[src/rtl/tpsd_pkg.sv]
`timescale 1ns / 1ps
// ----------------------------------------------------------------------------
// TGA pixel stream decoder package
// Shared widths, defaults, register indexes and controller/datapath types.
// ----------------------------------------------------------------------------
package tpsd_pkg;

  localparam int unsigned DEF_MAX_WIDTH_LOG2  = 12;
  localparam int unsigned DEF_MAX_HEIGHT_LOG2 = 12;

  localparam int unsigned BYTE_W     = 8;
  localparam int unsigned COORD_W    = 12;
  localparam int unsigned RUN_W      = 8;
  localparam int unsigned PARTIAL_W  = 24;
  localparam int unsigned FULL_W     = 32;
  localparam int unsigned CFG_IDX_W  = 2;
  localparam int unsigned CFG_DATA_W = 4;

  localparam logic [2:0]        BPP_MIN        = 3'd2;
  localparam logic [2:0]        BPP_MAX        = 3'd4;
  localparam logic [2:0]        BPP_RESET      = 3'd4;
  localparam logic              RUN_RESET      = 1'b1;
  localparam logic [3:0]        WLOG_RESET     = 4'd8;
  localparam logic [3:0]        HLOG_RESET     = 4'd8;
  localparam logic [3:0]        WLOG_MIN       = 4'd2;
  localparam logic [BYTE_W-1:0] ALPHA_OPAQUE   = 8'd255;
  localparam int unsigned       HDR_REPEAT_BIT = 7;

  typedef enum logic [CFG_IDX_W-1:0] {
    CFG_BYTES_PER_PIXEL = 2'd0,
    CFG_RUN_CODED       = 2'd1,
    CFG_WIDTH_LOG2      = 2'd2,
    CFG_HEIGHT_LOG2     = 2'd3
  } cfg_idx_e;

  typedef struct packed {
    logic accept;
    logic run_step;
  } ctrl_cmd_t;

  typedef struct packed {
    logic pix_complete;
    logic slot_free;
    logic run_end;
  } dp_status_t;

endpackage

[src/rtl/tpsd_if.sv]
`timescale 1ns / 1ps
// ----------------------------------------------------------------------------
// TGA pixel stream decoder channels
// Byte input, segment output and configuration write channels.
// ----------------------------------------------------------------------------
interface tpsd_byte_if
  import tpsd_pkg::*;
();
  logic              valid;
  logic              ready;
  logic [BYTE_W-1:0] data_byte;
  logic              first_byte;

  modport source (output valid, output data_byte, output first_byte, input ready);
  modport sink (input valid, input data_byte, input first_byte, output ready);
endinterface

interface tpsd_seg_if
  import tpsd_pkg::*;
();
  logic               valid;
  logic               ready;
  logic [BYTE_W-1:0]  red;
  logic [BYTE_W-1:0]  green;
  logic [BYTE_W-1:0]  blue;
  logic [BYTE_W-1:0]  alpha;
  logic [COORD_W-1:0] column;
  logic [COORD_W-1:0] dest_row;
  logic [RUN_W-1:0]   repeat_length;
  logic               image_done;
  logic               last;

  modport source (
    output valid, output red, output green, output blue, output alpha,
    output column, output dest_row, output repeat_length, output image_done,
    output last, input ready
  );
  modport sink (
    input valid, input red, input green, input blue, input alpha,
    input column, input dest_row, input repeat_length, input image_done,
    input last, output ready
  );
endinterface

interface tpsd_cfg_if
  import tpsd_pkg::*;
();
  logic                  valid;
  logic                  ready;
  logic [CFG_IDX_W-1:0]  index;
  logic [CFG_DATA_W-1:0] data;

  modport source (output valid, output index, output data, input ready);
  modport sink (input valid, input index, input data, output ready);
endinterface

[src/rtl/tpsd_ctrl.sv]
`timescale 1ns / 1ps
// ----------------------------------------------------------------------------
// TGA pixel stream decoder controller
// Takes bytes while idle and steps the segment generator through a pixel run.
// ----------------------------------------------------------------------------
module tpsd_ctrl
  import tpsd_pkg::*;
(
  input  logic       clk_i,
  input  logic       rst_ni,
  input  logic       in_valid_i,
  output logic       in_ready_o,
  input  dp_status_t status_i,
  output ctrl_cmd_t  cmd_o
);

  typedef enum logic [1:0] {
    ST_IDLE = 2'b01,
    ST_RUN  = 2'b10
  } state_e;

  state_e state_q, state_d;

  always_comb begin
    state_d    = state_q;
    in_ready_o = 1'b0;
    cmd_o      = '0;
    unique case (state_q)
      ST_IDLE: begin
        in_ready_o   = 1'b1;
        cmd_o.accept = in_valid_i;
        if (in_valid_i && status_i.pix_complete) begin
          state_d = ST_RUN;
        end
      end
      ST_RUN: begin
        cmd_o.run_step = status_i.slot_free;
        if (status_i.slot_free && status_i.run_end) begin
          state_d = ST_IDLE;
        end
      end
      default: begin
        state_d = ST_IDLE;
      end
    endcase
  end

  always_ff @(posedge clk_i or negedge rst_ni) begin
    if (!rst_ni) begin
      state_q <= ST_IDLE;
    end else begin
      state_q <= state_d;
    end
  end

endmodule

[src/rtl/tpsd_datapath.sv]
`timescale 1ns / 1ps
// ----------------------------------------------------------------------------
// TGA pixel stream decoder datapath
// Configuration registers, packet and pixel assembly, image position and the
// segment generator with its output register.
// ----------------------------------------------------------------------------
module tpsd_datapath
  import tpsd_pkg::*;
#(
  parameter int unsigned MAX_WIDTH_LOG2  = DEF_MAX_WIDTH_LOG2,
  parameter int unsigned MAX_HEIGHT_LOG2 = DEF_MAX_HEIGHT_LOG2
) (
  input  logic              clk_i,
  input  logic              rst_ni,
  input  logic [BYTE_W-1:0] data_byte_i,
  input  logic              first_byte_i,
  input  ctrl_cmd_t         cmd_i,
  output dp_status_t        status_o,
  tpsd_cfg_if.sink          cfg_i,
  tpsd_seg_if.source        seg_o
);

  localparam int unsigned CW  = MAX_WIDTH_LOG2;
  localparam int unsigned WW  = CW + 1;
  localparam int unsigned RW  = MAX_HEIGHT_LOG2 + 1;
  localparam int unsigned CXW = (CW > COORD_W) ? CW : COORD_W;
  localparam int unsigned RXW = (RW > COORD_W) ? RW : COORD_W;
  localparam int unsigned SXW = (WW > RUN_W) ? WW : RUN_W;
  localparam logic [3:0]  WLOG_MAX = 4'(MAX_WIDTH_LOG2);
  localparam logic [3:0]  HLOG_MAX = 4'(MAX_HEIGHT_LOG2);

  logic [2:0] bpp_cfg_q;
  logic       run_coded_q;
  logic [3:0] wlog_q;
  logic [3:0] hlog_q;

  logic                 eh_q, eh_d;
  logic                 rep_q, rep_d;
  logic [RUN_W-1:0]     left_q, left_d;
  logic [1:0]           bip_q, bip_d;
  logic [PARTIAL_W-1:0] part_q, part_d;
  logic [CW-1:0]        col_q, col_d;
  logic [RW-1:0]        row_q, row_d;
  logic                 fin_q, fin_d;
  logic [RUN_W-1:0]     count_q, count_d;
  logic [BYTE_W-1:0]    pr_q, pr_d, pg_q, pg_d, pb_q, pb_d, pa_q, pa_d;

  logic                 out_valid_q, out_valid_d;
  logic                 out_load;
  logic                 pix_complete;
  logic [BYTE_W-1:0]    red_q, green_q, blue_q, alpha_q;
  logic [COORD_W-1:0]   column_q, dest_row_q;
  logic [RUN_W-1:0]     len_q;
  logic                 done_q, last_q;

  logic [2:0]           bpp;
  logic [3:0]           wl, hl;
  logic [WW-1:0]        w;
  logic [RW-1:0]        h;
  logic [FULL_W-1:0]    full;
  logic [15:0]          c16;
  logic [RUN_W-1:0]     cnt;

  logic                 col_wrap;
  logic [CW-1:0]        col_eff;
  logic [RW-1:0]        row_eff;
  logic                 row_ovf;
  logic [WW-1:0]        rem;
  logic [RUN_W-1:0]     seg;
  logic [WW-1:0]        col_new;
  logic                 col_new_wrap;
  logic [RW-1:0]        row_after;
  logic                 seg_done;
  logic [RUN_W-1:0]     count_left;
  logic [RW-1:0]        dest_full;
  logic [RXW-1:0]       dest_ext;
  logic [CXW-1:0]       col_ext;

  assign cfg_i.ready = 1'b1;

  always_ff @(posedge clk_i or negedge rst_ni) begin
    if (!rst_ni) begin
      bpp_cfg_q   <= BPP_RESET;
      run_coded_q <= RUN_RESET;
      wlog_q      <= WLOG_RESET;
      hlog_q      <= HLOG_RESET;
    end else if (cfg_i.valid) begin
      unique case (cfg_idx_e'(cfg_i.index))
        CFG_BYTES_PER_PIXEL: bpp_cfg_q   <= cfg_i.data[2:0];
        CFG_RUN_CODED:       run_coded_q <= cfg_i.data[0];
        CFG_WIDTH_LOG2:      wlog_q      <= cfg_i.data;
        CFG_HEIGHT_LOG2:     hlog_q      <= cfg_i.data;
      endcase
    end
  end

  always_comb begin
    if (bpp_cfg_q < BPP_MIN) begin
      bpp = BPP_MIN;
    end else if (bpp_cfg_q > BPP_MAX) begin
      bpp = BPP_MAX;
    end else begin
      bpp = bpp_cfg_q;
    end
    if (wlog_q < WLOG_MIN) begin
      wl = WLOG_MIN;
    end else if (wlog_q > WLOG_MAX) begin
      wl = WLOG_MAX;
    end else begin
      wl = wlog_q;
    end
    hl = (hlog_q > HLOG_MAX) ? HLOG_MAX : hlog_q;
  end

  assign w = WW'(1) << wl;
  assign h = RW'(1) << hl;

  // Segment generator: one row segment of the pending run per step.
  assign col_wrap     = {1'b0, col_q} >= w;
  assign col_eff      = col_wrap ? '0 : col_q;
  assign row_eff      = col_wrap ? row_q + RW'(1) : row_q;
  assign row_ovf      = row_eff >= h;
  assign rem          = w - {1'b0, col_eff};
  assign seg          = (SXW'(rem) < SXW'(count_q)) ? RUN_W'(rem) : count_q;
  assign col_new      = {1'b0, col_eff} + WW'(seg);
  assign col_new_wrap = col_new >= w;
  assign row_after    = row_eff + RW'(1);
  assign seg_done     = col_new_wrap && (row_after >= h);
  assign count_left   = count_q - seg;
  assign dest_full    = h - row_eff - RW'(1);
  assign dest_ext     = RXW'(dest_full);
  assign col_ext      = CXW'(col_eff);

  assign status_o.slot_free    = !out_valid_q || seg_o.ready;
  assign status_o.run_end      = row_ovf || seg_done || (count_left == '0);
  assign status_o.pix_complete = pix_complete;

  always_comb begin
    eh_d     = eh_q;
    rep_d    = rep_q;
    left_d   = left_q;
    bip_d    = bip_q;
    part_d   = part_q;
    col_d    = col_q;
    row_d    = row_q;
    fin_d    = fin_q;
    count_d  = count_q;
    pr_d     = pr_q;
    pg_d     = pg_q;
    pb_d     = pb_q;
    pa_d     = pa_q;
    full     = '0;
    c16      = '0;
    cnt      = RUN_W'(1);
    out_load = 1'b0;
    pix_complete = 1'b0;

    if (cmd_i.accept) begin
      if (first_byte_i) begin
        eh_d   = 1'b1;
        rep_d  = 1'b0;
        left_d = '0;
        bip_d  = '0;
        part_d = '0;
        col_d  = '0;
        row_d  = '0;
        fin_d  = 1'b0;
      end
      if (!fin_d) begin
        if (run_coded_q && eh_d) begin
          left_d = {1'b0, data_byte_i[6:0]} + RUN_W'(1);
          rep_d  = data_byte_i[HDR_REPEAT_BIT];
          eh_d   = 1'b0;
        end else if (({1'b0, bip_d} + 3'd1) < bpp) begin
          part_d = part_d | PARTIAL_W'(FULL_W'(data_byte_i) << {bip_d, 3'b000});
          bip_d  = bip_d + 2'd1;
        end else begin
          full   = {8'b0, part_d} | (FULL_W'(data_byte_i) << {bip_d, 3'b000});
          bip_d  = '0;
          part_d = '0;
          if (bpp == BPP_MIN) begin
            c16  = full[15:0];
            pr_d = {c16[14:10], 3'b000};
            pg_d = {c16[9:5], 3'b000};
            pb_d = {c16[4:0], 3'b000};
            pa_d = ALPHA_OPAQUE;
          end else begin
            pb_d = full[7:0];
            pg_d = full[15:8];
            pr_d = full[23:16];
            pa_d = (bpp == BPP_MAX) ? full[31:24] : ALPHA_OPAQUE;
          end
          if (run_coded_q) begin
            if (rep_d) begin
              cnt    = left_d;
              left_d = '0;
            end else if (left_d != '0) begin
              left_d = left_d - RUN_W'(1);
            end
            if (cnt == '0) begin
              cnt = RUN_W'(1);
            end
            if (left_d == '0) begin
              eh_d = 1'b1;
            end
          end
          count_d = cnt;
          pix_complete = 1'b1;
        end
      end
    end else if (cmd_i.run_step) begin
      if (row_ovf) begin
        col_d = col_eff;
        row_d = row_eff;
        fin_d = 1'b1;
      end else begin
        out_load = 1'b1;
        count_d  = count_left;
        if (col_new_wrap) begin
          col_d = '0;
          row_d = row_after;
          fin_d = seg_done;
        end else begin
          col_d = CW'(col_new);
          row_d = row_eff;
        end
      end
    end
  end

  always_comb begin
    out_valid_d = out_valid_q && !seg_o.ready;
    if (out_load) begin
      out_valid_d = 1'b1;
    end
  end

  always_ff @(posedge clk_i or negedge rst_ni) begin
    if (!rst_ni) begin
      eh_q        <= 1'b1;
      rep_q       <= 1'b0;
      left_q      <= '0;
      bip_q       <= '0;
      part_q      <= '0;
      col_q       <= '0;
      row_q       <= '0;
      fin_q       <= 1'b0;
      count_q     <= '0;
      out_valid_q <= 1'b0;
    end else begin
      eh_q        <= eh_d;
      rep_q       <= rep_d;
      left_q      <= left_d;
      bip_q       <= bip_d;
      part_q      <= part_d;
      col_q       <= col_d;
      row_q       <= row_d;
      fin_q       <= fin_d;
      count_q     <= count_d;
      out_valid_q <= out_valid_d;
    end
  end

  always_ff @(posedge clk_i) begin
    pr_q <= pr_d;
    pg_q <= pg_d;
    pb_q <= pb_d;
    pa_q <= pa_d;
    if (out_load) begin
      red_q      <= pr_q;
      green_q    <= pg_q;
      blue_q     <= pb_q;
      alpha_q    <= pa_q;
      column_q   <= col_ext[COORD_W-1:0];
      dest_row_q <= dest_ext[COORD_W-1:0];
      len_q      <= seg;
      done_q     <= seg_done;
      last_q     <= seg_done || (count_left == '0);
    end
  end

  assign seg_o.valid         = out_valid_q;
  assign seg_o.red           = red_q;
  assign seg_o.green         = green_q;
  assign seg_o.blue          = blue_q;
  assign seg_o.alpha         = alpha_q;
  assign seg_o.column        = column_q;
  assign seg_o.dest_row      = dest_row_q;
  assign seg_o.repeat_length = len_q;
  assign seg_o.image_done    = done_q;
  assign seg_o.last          = last_q;

endmodule

[src/rtl/tga_pixel_stream_decoder.sv]
`timescale 1ns / 1ps
// ----------------------------------------------------------------------------
// TGA pixel stream decoder
// Decodes raw or run-length coded TGA pixel bytes into RGBA row segments.
// ----------------------------------------------------------------------------
// Header bytes and bytes that do not complete a pixel are taken one per cycle
// while no run is being emitted. A byte that completes a pixel starts a run of
// row segments: one segment for a pixel inside a row, up to 33 for a repeat
// run of 128 crossing rows of width 4. The single segment generator emits them
// in turn, held by a stalled output register; no byte is taken meanwhile. A
// run that starts past the last row of the image gives no item.
module tga_pixel_stream_decoder
  import tpsd_pkg::*;
#(
  parameter int unsigned MAX_WIDTH_LOG2  = DEF_MAX_WIDTH_LOG2,
  parameter int unsigned MAX_HEIGHT_LOG2 = DEF_MAX_HEIGHT_LOG2
) (
  input  logic       clk_i,
  input  logic       rst_ni,
  tpsd_byte_if.sink  byte_i,
  tpsd_cfg_if.sink   cfg_i,
  tpsd_seg_if.source seg_o
);

  ctrl_cmd_t  cmd;
  dp_status_t status;
  logic       in_ready;

  assign byte_i.ready = in_ready;

  tpsd_ctrl u_ctrl (
    .clk_i      (clk_i),
    .rst_ni     (rst_ni),
    .in_valid_i (byte_i.valid),
    .in_ready_o (in_ready),
    .status_i   (status),
    .cmd_o      (cmd)
  );

  tpsd_datapath #(
    .MAX_WIDTH_LOG2  (MAX_WIDTH_LOG2),
    .MAX_HEIGHT_LOG2 (MAX_HEIGHT_LOG2)
  ) u_datapath (
    .clk_i        (clk_i),
    .rst_ni       (rst_ni),
    .data_byte_i  (byte_i.data_byte),
    .first_byte_i (byte_i.first_byte),
    .cmd_i        (cmd),
    .status_o     (status),
    .cfg_i        (cfg_i),
    .seg_o        (seg_o)
  );

  a_len_nonzero : assert property (@(posedge clk_i) disable iff (!rst_ni)
    seg_o.valid |-> seg_o.repeat_length != '0)
    else $error("segment with zero length");

  a_done_is_last : assert property (@(posedge clk_i) disable iff (!rst_ni)
    seg_o.valid && seg_o.image_done |-> seg_o.last)
    else $error("image end segment not marked last");

  a_no_take_mid_run : assert property (@(posedge clk_i) disable iff (!rst_ni)
    seg_o.valid && !seg_o.last |-> !byte_i.ready)
    else $error("byte taken while a run is still being emitted");

  a_cmd_exclusive : assert property (@(posedge clk_i) disable iff (!rst_ni)
    !(cmd.accept && cmd.run_step))
    else $error("accept and run step issued together");

endmodule
[src/flat_wrapper.sv]
// flat-port wrapper written by rule: the top's interface ports become plain ports
module tga_pixel_stream_decoder_flat import tpsd_pkg::*;
#(
  parameter int unsigned MAX_WIDTH_LOG2  = DEF_MAX_WIDTH_LOG2,
  parameter int unsigned MAX_HEIGHT_LOG2 = DEF_MAX_HEIGHT_LOG2
)
  (clk_i, rst_ni, byte_i_valid, byte_i_data_byte, byte_i_first_byte, byte_i_ready, cfg_i_valid, cfg_i_index, cfg_i_data, cfg_i_ready, seg_o_valid, seg_o_red, seg_o_green, seg_o_blue, seg_o_alpha, seg_o_column, seg_o_dest_row, seg_o_repeat_length, seg_o_image_done, seg_o_last, seg_o_ready);
  tpsd_byte_if byte_i_i ();
  tpsd_cfg_if cfg_i_i ();
  tpsd_seg_if seg_o_i ();
  input  logic clk_i;
  input  logic rst_ni;
  input wire logic [$bits(byte_i_i.valid)-1:0] byte_i_valid;
  input wire logic [$bits(byte_i_i.data_byte)-1:0] byte_i_data_byte;
  input wire logic [$bits(byte_i_i.first_byte)-1:0] byte_i_first_byte;
  output wire logic [$bits(byte_i_i.ready)-1:0] byte_i_ready;
  input wire logic [$bits(cfg_i_i.valid)-1:0] cfg_i_valid;
  input wire logic [$bits(cfg_i_i.index)-1:0] cfg_i_index;
  input wire logic [$bits(cfg_i_i.data)-1:0] cfg_i_data;
  output wire logic [$bits(cfg_i_i.ready)-1:0] cfg_i_ready;
  output wire logic [$bits(seg_o_i.valid)-1:0] seg_o_valid;
  output wire logic [$bits(seg_o_i.red)-1:0] seg_o_red;
  output wire logic [$bits(seg_o_i.green)-1:0] seg_o_green;
  output wire logic [$bits(seg_o_i.blue)-1:0] seg_o_blue;
  output wire logic [$bits(seg_o_i.alpha)-1:0] seg_o_alpha;
  output wire logic [$bits(seg_o_i.column)-1:0] seg_o_column;
  output wire logic [$bits(seg_o_i.dest_row)-1:0] seg_o_dest_row;
  output wire logic [$bits(seg_o_i.repeat_length)-1:0] seg_o_repeat_length;
  output wire logic [$bits(seg_o_i.image_done)-1:0] seg_o_image_done;
  output wire logic [$bits(seg_o_i.last)-1:0] seg_o_last;
  input wire logic [$bits(seg_o_i.ready)-1:0] seg_o_ready;
  assign byte_i_i.valid = byte_i_valid;
  assign byte_i_i.data_byte = byte_i_data_byte;
  assign byte_i_i.first_byte = byte_i_first_byte;
  assign byte_i_ready = byte_i_i.ready;
  assign cfg_i_i.valid = cfg_i_valid;
  assign cfg_i_i.index = cfg_i_index;
  assign cfg_i_i.data = cfg_i_data;
  assign cfg_i_ready = cfg_i_i.ready;
  assign seg_o_valid = seg_o_i.valid;
  assign seg_o_red = seg_o_i.red;
  assign seg_o_green = seg_o_i.green;
  assign seg_o_blue = seg_o_i.blue;
  assign seg_o_alpha = seg_o_i.alpha;
  assign seg_o_column = seg_o_i.column;
  assign seg_o_dest_row = seg_o_i.dest_row;
  assign seg_o_repeat_length = seg_o_i.repeat_length;
  assign seg_o_image_done = seg_o_i.image_done;
  assign seg_o_last = seg_o_i.last;
  assign seg_o_i.ready = seg_o_ready;
  tga_pixel_stream_decoder #(.MAX_WIDTH_LOG2(MAX_WIDTH_LOG2), .MAX_HEIGHT_LOG2(MAX_HEIGHT_LOG2)) u_core (.clk_i(clk_i), .rst_ni(rst_ni), .byte_i(byte_i_i), .cfg_i(cfg_i_i), .seg_o(seg_o_i));
endmodule
[config.mk]
export PLATFORM = sky130hd
export DESIGN_NAME = tga_pixel_stream_decoder_flat
export DESIGN_NICKNAME = d
export VERILOG_FILES = /design/src/rtl/tpsd_pkg.sv /design/src/rtl/tpsd_if.sv /design/src/rtl/tpsd_ctrl.sv /design/src/rtl/tpsd_datapath.sv /design/src/rtl/tga_pixel_stream_decoder.sv /design/src/flat_wrapper.sv
export SDC_FILE = /design/constraint.sdc
export NUM_CORES = 1
export LEC_CHECK = 0
export BUFFER_PORTS_ARGS = -buffer_cell sky130_fd_sc_hd__buf_2
export CELL_PAD_IN_SITES_DETAIL_PLACEMENT = 0
export CELL_PAD_IN_SITES_GLOBAL_PLACEMENT = 1
export CORE_MARGIN = 3
export CORE_UTILIZATION = 52
export CTS_CLUSTER_SIZE = 14
export DETAILED_ROUTE_END_ITERATION = 6
export HOLD_SLACK_MARGIN = 0.05
export PLACE_DENSITY = 0.91
export SETUP_SLACK_MARGIN = 0.1
export SLEW_MARGIN = 20
export SYNTH_ARGS = -nofsm -noshare
export SYNTH_HDL_FRONTEND = slang
export SYNTH_HIERARCHICAL = 1
export SYNTH_SLANG_ARGS = --single-unit
[constraint.sdc]
create_clock -name clk_i -period 18.15 [get_ports clk_i]
set_input_delay 0 -clock clk_i [delete_from_list [all_inputs] [get_ports clk_i]]
set_output_delay 0 -clock clk_i [all_outputs]
set_load 0.005 [all_outputs]
; Word-level counts from Yosys, hierarchy flattened
; Cells that the tools add are included.
[word_totals]
register_bits = 183
latch_bits = 0
ram_bits = 0
romBits = 0
input_bits = 20
wordCells = 193
n_memories = 0
[classes]
add_sub_neg = 11
multipliers = 0
div_mod_pow = 0
n_lt_le_gt_ge = 11
n_eq_ne = 14
n_shift = 3
n_mux = 89
bitwise_logic = 6
n_reduce_logical = 28
[ops]
columns = cell, n
row1 = $mux 8, 31
row2 = $mux 24, 5
row3 = $mux 13, 6
row4 = $mux 12, 6
row5 = $ge 13x13->1, 3
row6 = $or 24x32->32, 1
row7 = $shl 8x5->32, 1
row8 = $mux 1, 28
row9 = $add 13x1->13 const B, 2
row10 = $shl 1x4->13 const A, 2
row11 = $logic_not 8->1, 3
row12 = $or 24x24->24, 1
row13 = $mux 2, 7
row14 = $reduce_and 2->1, 7
row15 = $add 12x8->13, 1
row16 = $ge 12x13->1, 1
row17 = $lt 13x8->1, 1
row18 = $sub 13x12->13, 1
row19 = $mux 4, 3
row20 = $ne 2x2->1 const B, 6
row21 = $sub 12x1->12 const B, 1
row22 = $sub 12x12->12, 1
row23 = $add 7x1->8 const B, 1
row24 = $gt 4x4->1 const B, 2
row25 = 26 further kinds, 41

; Depth between registers and ports, before layout
[logic_depth]
depth_word = 17
depth_mapped = 47

; Modules after synthesis
; The synthesis kept the hierarchy.
[by_module_without_submodules]
columns = module, n_inst, cells_per_inst, area_per_inst_um2
row1 = tpsd_datapath, 1, 1226, 12069.1
row2 = tpsd_ctrl, 1, 8, 106.4

; Worst setup path before layout
; No wires, ideal clock.
[synth_path]
kind = reg-to-reg
start = reg u_core.u_datapath.wlog_q[3]
end = reg u_core.u_datapath.row_q[10]
t_arrival_ns = 9.058
slack_ns = 8.970
path_stages_with_launch = 44
path_buffers = 4
synth_period_minus_slack_ns = 9.180
cell_sequence = dfstp_2 nor2b_1 nand2_1 ha_1 a21o_1 a211oi_1 o21a_1 buf_6 a21o_1 buf_6 clkbuf_1 nand2_1 ha_1 nor2b_1 o31a_1 o21ai_0 a211o_1 xnor2_1 [... 8 more ...] inv_1 fa_1 nor2b_1 o21ai_0 a21boi_0 o21ai_0 a21oi_1 and3_1 xnor2_1 ha_1 nand4_1 nor4_1 nor4_1 a21o_1 nor3_1 clkbuf_1 nand4_1 a32o_1
[synth_via]
elab_chain_len = 15
[synth_lines]
columns = item, line
row1 = start: declaration, tpsd_datapath.sv:34  ; logic [3:0] wlog_q;
row2 = start signal: assignment, tpsd_datapath.sv:91  ; CFG_WIDTH_LOG2: wlog_q <= cfg_i.data;
row3 = $gt 4x4->1, tpsd_datapath.sv:107  ; end else if (wlog_q > WLOG_MAX) begin
row4 = $mux 4, tpsd_datapath.sv:107
row5 = $mux 4 (*), tpsd_datapath.sv:105  ; if (wlog_q < WLOG_MIN) begin
row6 = $shl 1x4->13 (*), tpsd_datapath.sv:115  ; assign w = WW'(1) << wl;
row7 = $ge 12x13->1, tpsd_datapath.sv:119  ; assign col_wrap = {1'b0, col_q} >= w;
row8 = $mux 12, tpsd_datapath.sv:120  ; assign col_eff = col_wrap ? '0 : col_q;
row9 = $sub 13x12->13 (*), tpsd_datapath.sv:123  ; assign rem = w - {1'b0, col_eff};
row10 = $lt 13x8->1, tpsd_datapath.sv:124  ; assign seg = (SXW'(rem) < SXW'(count_q)) ? RUN_W'(rem) : count_q;
row11 = $mux 8 (*), tpsd_datapath.sv:124
row12 = net u_core.u_datapath.seg[0], tpsd_datapath.sv:69  ; logic [RUN_W-1:0] seg;
row13 = $add 12x8->13 (*), tpsd_datapath.sv:125  ; assign col_new = {1'b0, col_eff} + WW'(seg);
row14 = $ge 13x13->1 (*), tpsd_datapath.sv:126  ; assign col_new_wrap = col_new >= w;
row15 = $mux 13 (*), tpsd_datapath.sv:219  ; if (col_new_wrap) begin
row16 = $mux 13 (*), tpsd_datapath.sv:212  ; if (row_ovf) begin
row17 = $mux 13 (*), tpsd_datapath.sv:211  ; end else if (cmd_i.run_step) begin
row18 = $mux 13 (*), tpsd_datapath.sv:158  ; if (cmd_i.accept) begin
row19 = end signal: assignment, tpsd_datapath.sv:257  ; row_q <= row_d;
row20 = end: declaration, tpsd_datapath.sv:43  ; logic [RW-1:0] row_q, row_d;
; Mark *: on every way through the listed nets, which the timed path passes. The rest lies on a longest branch. The select of a mux whose other input is x is not followed.
; A chain may end at the register's enable or synchronous reset.

==> flow_summary.toml <==
[setup_path]
ff2ff_path_depth = 42
worstPathRequired_ns = 18.49
worst_ep_arrival_time_ns = 11.74
path_delay_family = "compound AO/OA/AOI/OAI gates"
max_stage_delay_ns = 0.64
critical_path.n_buffers_inverters = 1
kind_of_end_point_of_the_critical_path = "flop"
critPathMaxFanout = 17
critical_path.slowest_cell = "sky130_fd_sc_hd__a21o_1"
r2r-end = "u_core/u_ctrl/state_q[1]"
critical_path.startpoint_type = "flop"
r2r_start = "u_core/u_datapath/wlog_q[3]"
worst-setup-path-type = "reg2reg"
worstSetupPathDepth = 42
regToRegSetupSlack_ns = 6.76
endpoint = "u_core/u_ctrl/state_q[1]"
crit_start = "u_core/u_datapath/wlog_q[3]"

[sta]
tns_ns = 0
timing.fmax_mhz = 87.77
final_hold_viol_count = 0
worst_slew_pin_slew_ns = 0.9940
rsz0062_at_grt = "no"
worst_slack_ns = 6.756
final_critical_path_share_of_the_clock_period_pct = 62.78
finalSetupViolations = 0
max-slew-margin-rel_pct = 33.22
timing_max_transition_violations_final = 0
final.min_clock_period_ns = 11.39
worst_clock_skew_ns = 0.02327

[floorplanning]
io_pins = 89
number_of_core_rows = 55
die-height_um = 159.0
initial_utilization_pct = 53.29
coreArea_um2 = 22850
die-area_um2 = 25290
die_width_um = 159.0

[route]
detail_route.wirelength_mm = 31.15
total_number_of_vias = 9837
wl_per_cell_um = 18.75
drt-initial-drc-count = 864
drtAntennaViolNets = 0
average_vias_per_placed_instance = 5.922
drc_errors = 0
drtPass1Iterations = 5

[synth]
synth-edff-count = 98
yosys_warnings = 6
synth-main-ff-cell = "sky130_fd_sc_hd__edfxtp_1"
yosysSeqAreaShare_pct = 41.70
synth-async-reset-ratio_pct = 46.45
synth.distinct_cells = 92
flop_and_latch_count_out_of_synthesis = 183
syn_avg_cell_area_um2 = 9.867
synth.cell_area_um2 = 12180
syn_inst = 1234

[power]
power_leakage_nw = 5.963
power_w = 0.001619
pwr_density_cell_nw_per_um2 = 117.3
vdd_ir_drop_max_mv = 0.07018

[layout]
areaGrowthSynthToFinish_pct = 13.33
nNetsFinal = 1462
drive_above_1_share_pct = 14.84
mostFrequentLayoutCells = "133 x sky130_fd_sc_hd__nand2_1, 103 x sky130_fd_sc_hd__ha_1, 98 x sky130_fd_sc_hd__edfxtp_1"
final_common_cell = "sky130_fd_sc_hd__nand2_1"
antenna-diode-count = 0
layoutNonFillerInstCount = 1661
fillers = 1919

[global_routing]
pin_count_of_the_biggest_net_entering_global_routing = 62
grt_pass1_wl_mm = 51.51
grt_pass1_vias = 9734
grtUsageTotal_pct = 24.92
number_of_antenna_violations_at_the_first_check_in_global_routing = 0
gr-total-overflow = 0

[clocking]
cts_root_buffer = "sky130_fd_sc_hd__clkbuf_16"
clk_pin_slew_worst_paths_ns = 0.09
tritoncts.num_buffers = 17
ctsHtreeMaxLevel = 4
sinks_on_clock_net = 183
ctsHoldBuffers = 25
cts_setup_buffers = 0
clkLatencyLatePin_ns = 0.45
cts_tree = "built"
cts-resized-gates = 0
cts.path.max_buffers = 2

[worst_hold_path]
whs_path_depth = 3
worst_min_delay_path_category = "in2reg"
worst_hold_startpoint = "byte_i_first_byte"

[place]
placed_cells_incl_taps = 1604
gpl.final_weighted_congestion = 0.8635
place_hpwl_mm = 22.68
post-place-ws_ns = 6.869
io_buffer_count = 87

[status]
run_status = "finished clean"

[job]
drv.max_cap_violation_count = 0
cells by family (layout without fill, tap and decap cells):
| group | Yosys count | count (layout) | synth area share (%) |
|---|---|---|---|
| flops | 183 | 183 | 41.70 |
| other cells | 2 | 8 | 0.06168 |
| compound gates | 340 | 340 | 19.99 |
| buf+inv | 142 | 250 | 4.778 |
| mux | 35 | 35 | 3.093 |
| fa+ha+maj | 107 | 107 | 11.24 |
| xor+xnor | 57 | 57 | 4.367 |
| simple gates | 368 | 368 | 14.77 |
metal layers:
| layer | track usage (%) | wire [um] | share of wire, % | up-vias |
|---|---|---|---|---|
| met5 | 0 | 0 | 0 | - |
| met4 | 6.924 | 549 | 1.8 | 0 |
| met3 | 4.110 | 1931 | 6.2 | 40 |
| met2 | 41.02 | 15070 | 48 | 345 |
| met1 | 34.35 | 13600 | 44 | 4738 |
| li1 | - | - | - | 4714 |
worst min-delay path, cell delays in order:
cell and delay [ns]:
sky130_fd_sc_hd__buf_2 0.25, sky130_fd_sc_hd__o2111ai_1 0.25, sky130_fd_sc_hd__nand2_1 0.05
per-stage QoR:
step                hold slack, ns  area (um2)  util [%]
floorplan                  -0.2956       12200         -
global placement          -0.05621       12890     56.43
detailed placement        -0.05218       12890     56.43
CTS                         0.1239       13790     60.38
global route                0.1733       13800     60.39
finish                      0.1480       13800     60.39
report_power, final:
group	switching [W]	internal (W)
clock network	0.000201	0.000193
registers	0.0000550	0.000511
logic	0.000397	0.000261
total	0.000654	0.000965
cells in the mapped netlist (all sizes together) (5+ instances only):
master	number	area [um2]
dfstp	6	157.7
o211ai	12	90.09
nor3	25	130.1
a211oi	17	140.1
a21oi	72	382.9
o21ai	77	389.1
nor2	91	344.1
xor2	13	132.6
a221oi	9	78.83
o21a	15	112.6
and2	6	41.29
dfrtp	79	1977
o31a	6	52.55
edfxtp	98	2943
nand4	14	100.1
o31ai	7	52.55
a2111oi	5	100.1
a21o	15	112.6
o22ai	6	37.54
nand2	133	499.2
buf	12	93.83
ha	103	1289
and3	12	75.07
nor4	10	98.84
a22oi	23	172.7
nor2b	18	120.1
a32o	5	50.05
a31o	7	61.31
nand2b	7	43.79
nand3b	6	45.04
a22o	26	227.7
mux2i	14	140.1
mux2	21	236.5
inv	95	356.6
xnor2	43	376.6
nand3	26	142.6
clkbuf	35	131.4
sequential cells by signal, summed over array words and instances (netlist names), 12 cells and up:
name,cells
u_core/u_datapath/seg_o.dest_row,12
u_core/u_datapath/part_q,24
u_core/u_datapath/seg_o.column,12
u_core/u_datapath/col_q,12
u_core/u_datapath/row_q,13
layout make-up:
class / count / area, um2 / share of cell area, %
clock inverter: 15 / 215.2 / 1.560
clock buffer: 17 / 425.4 / 3.083
timing repair buffer: 123 / 780.7 / 5.658
inverter: 95 / 356.6 / 2.584
tap: 313 / 391.6 / 2.838
sequential: 183 / 5077 / 36.80
multi-input combinational: 915 / 6551 / 47.48
worst min-delay path by stage:
stage | to
floorplan | u_core/u_ctrl/state_q[1]
global placement | u_core/u_datapath/row_q[5]
detailed placement | u_core/u_datapath/row_q[4]
CTS | u_core/u_datapath/bip_q[0]
global route | u_core/u_datapath/bip_q[0]
finish | u_core/u_datapath/bip_q[0]
Power figures use the tool's default switching activity.
